--- config.mk ---
export PLATFORM = sky130hd
export DESIGN_NAME = grid_max_path_sum_traceback
export DESIGN_NICKNAME = d
export VERILOG_FILES = /design/src/rtl/core/gmp_pkg.sv /design/src/rtl/core/gmp_front.sv /design/src/rtl/core/gmp_queue.sv /design/src/rtl/core/gmp_back.sv /design/src/rtl/core/grid_max_path_sum_traceback.sv
export SDC_FILE = /design/constraint.sdc
export NUM_CORES = 2
export LEC_CHECK = 0
export BUFFER_PORTS_ARGS = -buffer_cell sky130_fd_sc_hd__buf_2
export CORE_MARGIN = 1.5
export CORE_UTILIZATION = 45
export DETAILED_ROUTE_END_ITERATION = 12
export PLACE_DENSITY_LB_ADDON = 0.08
export SYNTH_ARGS = -nofsm -noshare
export SYNTH_HDL_FRONTEND = slang
export SYNTH_HIERARCHICAL = 1
export SYNTH_SLANG_ARGS = --single-unit
--- constraint.sdc ---
create_clock -name clk -period 21.2 [get_ports clk]
set_clock_uncertainty 0.1 [all_clocks]
set_input_delay 4.24 -clock clk [delete_from_list [all_inputs] [get_ports clk]]
set_output_delay 4.24 -clock clk [all_outputs]
set_load 0.02 [all_outputs]
--- src/rtl/core/gmp_pkg.sv ---
// ----------------------------------------------------------------------------
// gmp_pkg
// Shared types and constants for the grid maximum path sum block.
// ----------------------------------------------------------------------------
package gmp_pkg;

	localparam int MAX_ROWS_DEF = 32;
	localparam int MAX_COLS_DEF = 32;

	localparam int CELL_W  = 16;
	localparam int SUM_W   = 22;
	localparam int COORD_W = 5;
	localparam int SIZE_W  = 6;

	localparam int CFG_IDX_W  = 1;
	localparam int CFG_DATA_W = SIZE_W;

	localparam logic [CFG_IDX_W-1:0] REG_ROW_COUNT = 1'd0;
	localparam logic [CFG_IDX_W-1:0] REG_COL_COUNT = 1'd1;

	localparam int QDEPTH = 4;
	localparam int QAW    = $clog2(QDEPTH);

	// One classified cell on its way from the front to the back.
	typedef struct packed {
		logic                     last;
		logic [COORD_W-1:0]       row;
		logic [COORD_W-1:0]       col;
		logic                     from_left;
		logic signed [SUM_W-1:0]  sum;
	} gmp_entry_t;

	// Zero reads as one, anything above the limit reads as the limit.
	function automatic logic [SIZE_W-1:0] clamp_size(input logic [SIZE_W-1:0] v,
	                                                 input int hi);
		logic [SIZE_W-1:0] r;
		r = v;
		if (v == '0) begin
			r = SIZE_W'(1);
		end else if (int'(v) > hi) begin
			r = SIZE_W'(hi);
		end
		return r;
	endfunction

endpackage

--- src/rtl/core/gmp_front.sv ---
// ----------------------------------------------------------------------------
// gmp_front
// Takes grid cells, runs the best-sum recurrence with a one-row line buffer
// and hands each classified cell to the back queue.
// ----------------------------------------------------------------------------
module gmp_front #(
	parameter int MAX_ROWS = gmp_pkg::MAX_ROWS_DEF,
	parameter int MAX_COLS = gmp_pkg::MAX_COLS_DEF
) (
	input  logic                                    clk,
	input  logic                                    arst_n,
	input  logic                                    in_valid,
	input  logic signed [gmp_pkg::CELL_W-1:0]       cell_value,
	output logic                                    in_stall,
	input  logic                                    cfg_we,
	input  logic [gmp_pkg::CFG_IDX_W-1:0]           cfg_index,
	input  logic [gmp_pkg::CFG_DATA_W-1:0]          cfg_data,
	output logic                                    push,
	output gmp_pkg::gmp_entry_t                     push_entry,
	input  logic                                    q_full
);
	import gmp_pkg::*;

	localparam int CIW = (MAX_COLS > 1) ? $clog2(MAX_COLS) : 1;

	logic [SIZE_W-1:0]        row_count_q, col_count_q;
	logic [COORD_W-1:0]       load_row_q, load_col_q;
	logic signed [SUM_W-1:0]  left_sum_q;
	logic signed [SUM_W-1:0]  row_sum_q [MAX_COLS];

	logic [SIZE_W-1:0]        rows, cols;
	logic signed [SUM_W-1:0]  above, v_ext, sum;
	logic                     from_left, last_col, last_row, accept;

	assign in_stall = q_full;
	assign accept   = in_valid && !q_full;

	always_comb begin
		rows     = clamp_size(row_count_q, MAX_ROWS);
		cols     = clamp_size(col_count_q, MAX_COLS);
		above    = row_sum_q[load_col_q[CIW-1:0]];
		v_ext    = SUM_W'(cell_value);
		last_col = ({1'b0, load_col_q} == cols - SIZE_W'(1));
		last_row = ({1'b0, load_row_q} == rows - SIZE_W'(1));
		if (load_row_q == '0 && load_col_q == '0) begin
			sum       = v_ext;
			from_left = 1'b0;
		end else if (load_row_q == '0) begin
			sum       = left_sum_q + v_ext;
			from_left = 1'b1;
		end else if (load_col_q == '0) begin
			sum       = above + v_ext;
			from_left = 1'b0;
		end else if (above < left_sum_q) begin
			sum       = left_sum_q + v_ext;
			from_left = 1'b1;
		end else begin
			// tie goes up
			sum       = above + v_ext;
			from_left = 1'b0;
		end
	end

	assign push                 = accept;
	assign push_entry.last      = last_col && last_row;
	assign push_entry.row       = load_row_q;
	assign push_entry.col       = load_col_q;
	assign push_entry.from_left = from_left;
	assign push_entry.sum       = sum;

	always_ff @(posedge clk or negedge arst_n) begin
		if (!arst_n) begin
			row_count_q <= SIZE_W'(1);
			col_count_q <= SIZE_W'(1);
			load_row_q  <= '0;
			load_col_q  <= '0;
			left_sum_q  <= '0;
		end else if (cfg_we) begin
			if (cfg_index == REG_ROW_COUNT) begin
				row_count_q <= cfg_data;
			end
			if (cfg_index == REG_COL_COUNT) begin
				col_count_q <= cfg_data;
			end
			// any write restarts the grid
			load_row_q <= '0;
			load_col_q <= '0;
			left_sum_q <= '0;
		end else if (accept) begin
			if (!last_col) begin
				load_col_q <= load_col_q + COORD_W'(1);
				left_sum_q <= sum;
			end else if (!last_row) begin
				load_col_q <= '0;
				load_row_q <= load_row_q + COORD_W'(1);
				left_sum_q <= sum;
			end else begin
				load_col_q <= '0;
				load_row_q <= '0;
				left_sum_q <= '0;
			end
		end
	end

	always_ff @(posedge clk) begin
		if (accept) begin
			row_sum_q[load_col_q[CIW-1:0]] <= sum;
		end
	end

endmodule

--- src/rtl/core/gmp_queue.sv ---
// ----------------------------------------------------------------------------
// gmp_queue
// Short FIFO of classified cells between the front and the back.
// ----------------------------------------------------------------------------
module gmp_queue (
	input  logic                 clk,
	input  logic                 arst_n,
	input  logic                 push,
	input  gmp_pkg::gmp_entry_t  push_entry,
	output logic                 full,
	input  logic                 pop,
	output logic                 head_valid,
	output gmp_pkg::gmp_entry_t  head_entry
);
	import gmp_pkg::*;

	gmp_entry_t        slot_q [QDEPTH];
	logic [QAW-1:0]    wr_ptr_q, rd_ptr_q;
	logic [QAW:0]      count_q;
	logic              do_push, do_pop;

	assign full       = (count_q == (QAW+1)'(QDEPTH));
	assign head_valid = (count_q != '0);
	assign head_entry = slot_q[rd_ptr_q];
	assign do_push    = push && !full;
	assign do_pop     = pop && head_valid;

	always_ff @(posedge clk or negedge arst_n) begin
		if (!arst_n) begin
			wr_ptr_q <= '0;
			rd_ptr_q <= '0;
			count_q  <= '0;
		end else begin
			if (do_push) begin
				wr_ptr_q <= wr_ptr_q + QAW'(1);
			end
			if (do_pop) begin
				rd_ptr_q <= rd_ptr_q + QAW'(1);
			end
			if (do_push && !do_pop) begin
				count_q <= count_q + (QAW+1)'(1);
			end else if (do_pop && !do_push) begin
				count_q <= count_q - (QAW+1)'(1);
			end
		end
	end

	always_ff @(posedge clk) begin
		if (do_push) begin
			slot_q[wr_ptr_q] <= push_entry;
		end
	end

endmodule

--- src/rtl/core/gmp_back.sv ---
// ----------------------------------------------------------------------------
// gmp_back
// Stores direction bits, traces the best path back from the last cell and
// emits it from the top-left corner onward through an output register.
// ----------------------------------------------------------------------------
module gmp_back #(
	parameter int MAX_ROWS = gmp_pkg::MAX_ROWS_DEF,
	parameter int MAX_COLS = gmp_pkg::MAX_COLS_DEF
) (
	input  logic                                 clk,
	input  logic                                 arst_n,
	input  logic                                 head_valid,
	input  gmp_pkg::gmp_entry_t                  head_entry,
	output logic                                 pop,
	output logic                                 out_valid,
	input  logic                                 out_stall,
	output logic [gmp_pkg::COORD_W-1:0]          path_row,
	output logic [gmp_pkg::COORD_W-1:0]          path_col,
	output logic signed [gmp_pkg::SUM_W-1:0]     best_sum,
	output logic                                 last_of_path
);
	import gmp_pkg::*;

	localparam int DDEPTH = MAX_ROWS * MAX_COLS;
	localparam int DAW    = (DDEPTH > 1) ? $clog2(DDEPTH) : 1;
	localparam int SDEPTH = MAX_ROWS + MAX_COLS - 1;
	localparam int SAW    = (SDEPTH > 1) ? $clog2(SDEPTH) : 1;
	localparam int LW     = $clog2(SDEPTH + 1) + 1;

	localparam logic [2:0] B_IDLE       = 3'd0;
	localparam logic [2:0] B_TRACE_RD   = 3'd1;
	localparam logic [2:0] B_TRACE_STEP = 3'd2;
	localparam logic [2:0] B_EMIT_RD    = 3'd3;
	localparam logic [2:0] B_EMIT_LD    = 3'd4;

	logic                        dir_mem [DDEPTH];
	logic [2*COORD_W-1:0]        stack_mem [SDEPTH];

	logic [2:0]                  state_q;
	logic [COORD_W-1:0]          cur_row_q, cur_col_q;
	logic [LW-1:0]               len_q;
	logic [SAW-1:0]              emit_idx_q;
	logic signed [SUM_W-1:0]     sum_q;
	logic                        dir_rd_q;
	logic [2*COORD_W-1:0]        stack_rd_q;

	logic                        out_valid_q, last_q;
	logic [COORD_W-1:0]          out_row_q, out_col_q;
	logic signed [SUM_W-1:0]     out_sum_q;

	logic [DAW-1:0]              head_addr, cur_addr;
	logic [COORD_W-1:0]          nxt_row, nxt_col;
	logic                        out_free, out_load;

	assign pop       = (state_q == B_IDLE) && head_valid;
	assign head_addr = DAW'(head_entry.row * MAX_COLS + head_entry.col);
	assign cur_addr  = DAW'(cur_row_q * MAX_COLS + cur_col_q);
	assign out_free  = !out_valid_q || !out_stall;
	assign out_load  = (state_q == B_EMIT_LD) && out_free;

	always_comb begin
		nxt_row = cur_row_q;
		nxt_col = cur_col_q;
		if (cur_row_q == '0 || (cur_col_q != '0 && dir_rd_q)) begin
			nxt_col = cur_col_q - COORD_W'(1);
		end else begin
			nxt_row = cur_row_q - COORD_W'(1);
		end
	end

	always_ff @(posedge clk or negedge arst_n) begin
		if (!arst_n) begin
			state_q     <= B_IDLE;
			cur_row_q   <= '0;
			cur_col_q   <= '0;
			len_q       <= '0;
			emit_idx_q  <= '0;
			out_valid_q <= 1'b0;
		end else begin
			if (out_load) begin
				out_valid_q <= 1'b1;
			end else if (out_valid_q && !out_stall) begin
				out_valid_q <= 1'b0;
			end
			case (state_q)
				B_IDLE: begin
					if (head_valid && head_entry.last) begin
						cur_row_q  <= head_entry.row;
						cur_col_q  <= head_entry.col;
						len_q      <= LW'(1);
						emit_idx_q <= '0;
						if (head_entry.row == '0 && head_entry.col == '0) begin
							state_q <= B_EMIT_RD;
						end else begin
							state_q <= B_TRACE_RD;
						end
					end
				end
				B_TRACE_RD: begin
					state_q <= B_TRACE_STEP;
				end
				B_TRACE_STEP: begin
					cur_row_q <= nxt_row;
					cur_col_q <= nxt_col;
					len_q     <= len_q + LW'(1);
					if (nxt_row == '0 && nxt_col == '0) begin
						emit_idx_q <= len_q[SAW-1:0];
						state_q    <= B_EMIT_RD;
					end else begin
						state_q <= B_TRACE_RD;
					end
				end
				B_EMIT_RD: begin
					state_q <= B_EMIT_LD;
				end
				B_EMIT_LD: begin
					// hold until the output register frees up
					if (out_free) begin
						if (emit_idx_q == '0) begin
							state_q <= B_IDLE;
						end else begin
							emit_idx_q <= emit_idx_q - SAW'(1);
							state_q    <= B_EMIT_RD;
						end
					end
				end
				default: begin
					state_q <= B_IDLE;
				end
			endcase
		end
	end

	// payload and memories
	always_ff @(posedge clk) begin
		if (state_q == B_IDLE && head_valid) begin
			dir_mem[head_addr] <= head_entry.from_left;
			if (head_entry.last) begin
				sum_q        <= head_entry.sum;
				stack_mem[0] <= {head_entry.row, head_entry.col};
			end
		end
		if (state_q == B_TRACE_RD) begin
			dir_rd_q <= dir_mem[cur_addr];
		end
		if (state_q == B_TRACE_STEP) begin
			stack_mem[len_q[SAW-1:0]] <= {nxt_row, nxt_col};
		end
		if (state_q == B_EMIT_RD) begin
			stack_rd_q <= stack_mem[emit_idx_q];
		end
		if (out_load) begin
			out_row_q <= stack_rd_q[2*COORD_W-1:COORD_W];
			out_col_q <= stack_rd_q[COORD_W-1:0];
			out_sum_q <= sum_q;
			last_q    <= (emit_idx_q == '0);
		end
	end

	assign out_valid    = out_valid_q;
	assign path_row     = out_row_q;
	assign path_col     = out_col_q;
	assign best_sum     = out_sum_q;
	assign last_of_path = last_q;

endmodule

--- src/rtl/core/grid_max_path_sum_traceback.sv ---
// Throughput: one cell per cycle while a grid streams in and the queue is not full
// (line buffer, one add and compare). Each traceback step has a read and a step state,
// each emitted coordinate a read and a load state (single-port memories).
// Cells of the next grid queue up during traceback; intake stalls once the queue is full.
// Reset: sizes read as 1, grid position and control clear; memories are not cleared.
// ----------------------------------------------------------------------------
// grid_max_path_sum_traceback
// Streams a grid in row-major order, finds the maximum right/down path sum and
// emits the path from top-left to bottom-right after the last cell.
// ----------------------------------------------------------------------------
module grid_max_path_sum_traceback #(
	parameter int MAX_ROWS = gmp_pkg::MAX_ROWS_DEF,
	parameter int MAX_COLS = gmp_pkg::MAX_COLS_DEF
) (
	input  logic                                 clk,
	input  logic                                 arst_n,
	input  logic                                 in_valid,
	output logic                                 in_stall,
	input  logic signed [gmp_pkg::CELL_W-1:0]    cell_value,
	input  logic                                 cfg_we,
	input  logic [gmp_pkg::CFG_IDX_W-1:0]        cfg_index,
	input  logic [gmp_pkg::CFG_DATA_W-1:0]       cfg_data,
	output logic                                 out_valid,
	input  logic                                 out_stall,
	output logic [gmp_pkg::COORD_W-1:0]          path_row,
	output logic [gmp_pkg::COORD_W-1:0]          path_col,
	output logic signed [gmp_pkg::SUM_W-1:0]     best_sum,
	output logic                                 last_of_path
);
	import gmp_pkg::*;

	logic        push, q_full, pop, head_valid;
	gmp_entry_t  push_entry, head_entry;

	gmp_front #(
		.MAX_ROWS (MAX_ROWS),
		.MAX_COLS (MAX_COLS)
	) u_front (
		.clk        (clk),
		.arst_n     (arst_n),
		.in_valid   (in_valid),
		.cell_value (cell_value),
		.in_stall   (in_stall),
		.cfg_we     (cfg_we),
		.cfg_index  (cfg_index),
		.cfg_data   (cfg_data),
		.push       (push),
		.push_entry (push_entry),
		.q_full     (q_full)
	);

	gmp_queue u_queue (
		.clk        (clk),
		.arst_n     (arst_n),
		.push       (push),
		.push_entry (push_entry),
		.full       (q_full),
		.pop        (pop),
		.head_valid (head_valid),
		.head_entry (head_entry)
	);

	gmp_back #(
		.MAX_ROWS (MAX_ROWS),
		.MAX_COLS (MAX_COLS)
	) u_back (
		.clk          (clk),
		.arst_n       (arst_n),
		.head_valid   (head_valid),
		.head_entry   (head_entry),
		.pop          (pop),
		.out_valid    (out_valid),
		.out_stall    (out_stall),
		.path_row     (path_row),
		.path_col     (path_col),
		.best_sum     (best_sum),
		.last_of_path (last_of_path)
	);

endmodule
==> impl_metrics.tcl <==
set metrics [dict create \
    synthesis.area_sq_mm 0.110 \
    grt_setup_unrepaired "no" \
    cts_root_buf "clkbuf_16" \
    r2r_end "u_front/row_sum_q[25][15]" \
    grt_pass1_vias 59400 \
    viasPerCell 6.08 \
    fin_setup_tns_ns 0 \
    synth_warnings 6 \
    synth_nets 6472 \
    synth_mux_area_frac 0.143 \
    die_w_microns 496 \
    cts.sinks 2637 \
    synth-simple-area-share 0.0637 \
    synth_seq_cells 2637 \
    grt_max_degree 143 \
    synth_top_family_by_area "multiplexers" \
    dr_total_vias 59800 \
    fin_nets 6541 \
    cpPeakStageDelay_ns 0.99 \
    synth_cell_types 100 \
    cts-buffers-inserted 300 \
    ctsResizeCount 0 \
    ys.flop_type "edfxtp_1" \
    outcome "complete, no violations" \
    placed_area_sq_mm 0.113 \
    finalHoldViolCount 0 \
    antenna_found_initial 18 \
    synth_area_leaders "edfxtp_1 (70%), mux4_2 (13%), nor2_1 (4.2%)" \
    path_max_fanout 45 \
    min_to "u_back/best_sum[12]" \
    finalMaxSlewViolations 0 \
    cp-end-kind "register" \
    fp.dieH_microns 496 \
    synth_top_area_cell "edfxtp_1" \
    avgSynthCellArea_sq_um 17.2 \
    hold_depth 0 \
    worstPathArrival_ns 8.57 \
    areaGrowthSynthToFinish_pct 11.9 \
    num_rows 180 \
    setup_viol 0 \
    gr-total-overflow 0 \
    dr.first_iter.drc_count 6644 \
    finalCritPeriodShare 0.384 \
    synth_enable_flop_cells 2560 \
    async_reset_ff_frac 0.0292 \
    r2r_setup_slack_ns 13.07 \
    cts_tree "yes" \
    max_freq_mhz 123 \
    hold_ws_ns 0.317 \
    final_area_sq_mm 0.123 \
    core_area_sq_mm 0.241 \
    numPortBuffers 62 \
    fillers 19800 \
    dieArea_sq_mm 0.246 \
    cts_setup_buffers 0 \
    power_density_mw_per_mm2 149 \
    routed_wl_microns 308000 \
    ant_nets 0 \
    path_class "register to register" \
    hold_path_class "register to register" \
    clk_pin_slew_ns 0.06 \
    start_util 0.454 \
    final_layout_size_suffix_gt1_frac 0.213 \
    max_slew_margin 0.136 \
    hold_path.startpoint "u_back/sum_q[12]" \
    hold_buffers 0 \
    clockBufferDepth 4 \
    hpwl_microns 171000 \
    synth_xor_area_frac 0.00464 \
    drt-pass1-iter-count 5 \
    ys_seq_area_frac 0.719 \
    synth_compound_area_frac 0.0377 \
    synth_top_area_share 0.702 \
    fin_cells 9822 \
    synth_cells 6360 \
    drc 0 \
    worst_pin_slew_ns 1.29 \
    crit_chain "buf_4 > buf_4 > mux4_2 > a22oi_1 > nand4_1 > ha_1 > nand4_1 > or3_1 > nor3_4 > o21ai_0 > and3_1 > a21o_1 > a21oi_2 > a22oi_1 > nor2_2" \
    crit_path_start_kind "register" \
    wl_per_cell_microns 31.3 \
    gp_congestion 0.846 \
    cp_data_required_time_ns 21.64 \
    worstReg2RegStart "u_front/load_col_q[0]" \
    h-tree-depth 5 \
    p_leak_nw 37.9 \
    track_usage 0.250 \
    grt_pass1_wl_microns 439000 \
    clock_latency_ns 0.94 \
    min_period_ns 8.13 \
    io_pins 63 \
    synth_adder_area_share 0.00980 \
    place_inst 9312 \
    r2r_cells 15 \
    vdd_drop_max_mv 0.152 \
    critPathSlowestCell "nor2_2" \
    cap_viol_max_count 0 \
]
## sequential cells by signal, summed over array words and instances, names as in the netlist, 6 cells and up
name                 cells
u_front/col_count_q      6
u_front/left_sum_q      22
u_back/emit_idx_q        6
u_queue/slot_q         136
u_front/row_count_q      6
u_back/best_sum         22
u_back/stack_rd_q       10
u_back/len_q             6
u_front/row_sum_q      704
u_back/sum_q            22
u_back/dir_mem        1024
u_back/stack_mem       630
## how the worst max path moves through the flow
stage	to	cells after the start	start
after floorplan	u_back/dir_mem[0]	3	u_queue/rd_ptr_q[0]
after global placement	u_queue/slot_q[0][21]	11	cell_value[6]
after detailed placement	u_queue/slot_q[1][15]	15	u_front/load_col_q[0]
after CTS	u_front/row_sum_q[0][15]	15	u_front/load_col_q[0]
after global routing	u_front/row_sum_q[0][15]	15	u_front/load_col_q[0]
final	u_front/row_sum_q[25][15]	15	u_front/load_col_q[0]
## worst max-delay path, delay by kind of cell, from the launching register on
family,cells,cell delay (ns)
flip-flops,1,0.71
multiplexers,1,0.60
adder cells (fa/ha/maj),1,0.47
AND/OR/NAND/NOR,6,2.53
AO/OA/AOI/OAI,5,1.77
buffers and inverters,2,1.48
## cell usage after synthesis (16+ instances only)
cell type     n
a211oi_1     19
a21o_1       22
a21oi_1      89
a22oi_1     113
buf_1        85
buf_2        46
buf_6        36
clkbuf_1    282
dfrtp_1      75
edfxtp_1   2560
ha_1         81
inv_1        62
mux2_2       29
mux2i_1     142
mux4_2      609
nand2_1     216
nand3_1      43
nand4_1      37
nor2_1     1212
nor2b_1      22
nor3_1       39
nor3b_1      16
o211ai_1     17
o21ai_0      97
o221ai_1     46
o22ai_1      41
o31ai_1      17
xnor2_1      36
xor2_1       22
## per-stage QoR
step           power [mW]  worst slack (ns)  utilization
6_report             18.3             13.07        0.508
5_1_grt              19.0             12.50        0.508
4_1_cts              18.5             13.00        0.508
3_5_place_dp         13.6             13.04        0.471
3_3_place_gp         13.5             13.02        0.471
2_1_floorplan        11.5             11.90            -
## power by group
part           leakage (nW)  internal [mW]  total [mW]  switching (mW)
Clock                  4.43           2.87        4.89            2.02
Sequential             24.0           7.41        7.65           0.242
Combinational          9.41           1.79        5.73            3.94
## layout make-up
class	instances	area, sq um	area share
clock inverter	130	1080	0.00885
multi-input combinational	3194	28800	0.235
sequential	2637	78800	0.643
clock buffer	375	7990	0.0652
antenna	5	12.5	0.000102
inverter	65	246	0.00201
timing repair buffer	231	1640	0.0134
tap	3185	3990	0.0325
## metal layers
layer  vias up  wire length, microns  global-route usage
met2      2223                145000               0.394
met5         -                    75                   0
met1     32100                134000               0.368
li1      25100                     -                   -
met3       399                 22000              0.0426
met4        12                  6280              0.0541
## logic make-up (layout without fill, tap and decap cells)
group	Yosys count	in the layout
DFF	2637	2637
and+or+nand+nor	1679	1679
muxes	787	787
AOI/OAI and AO/OA	586	586
buffers and inverters	529	801
adders and majority gates	84	84
xor gates and xnor gates	58	58
other	0	5
## placed cells by master, fill, tap and decap left out, drive strengths merged, types with 17 or more instances in the layout
cell	instances
o31ai	17
nor3b	17
nor2	1212
buf	231
xnor2	36
clkinv	101
ha	81
o21ai	103
edfxtp	2560
nor3	41
clkbuf	375
bufinv	18
nand3	43
inv	70
nand4	37
o211ai	18
mux4	615
a211oi	19
a22oi	113
a21o	22
xor2	22
o22ai	43
mux2i	142
nand2	216
a21oi	94
dfrtp	75
nor2b	22
mux2	30
o221ai	46
(Power assumes the default switching activity.)
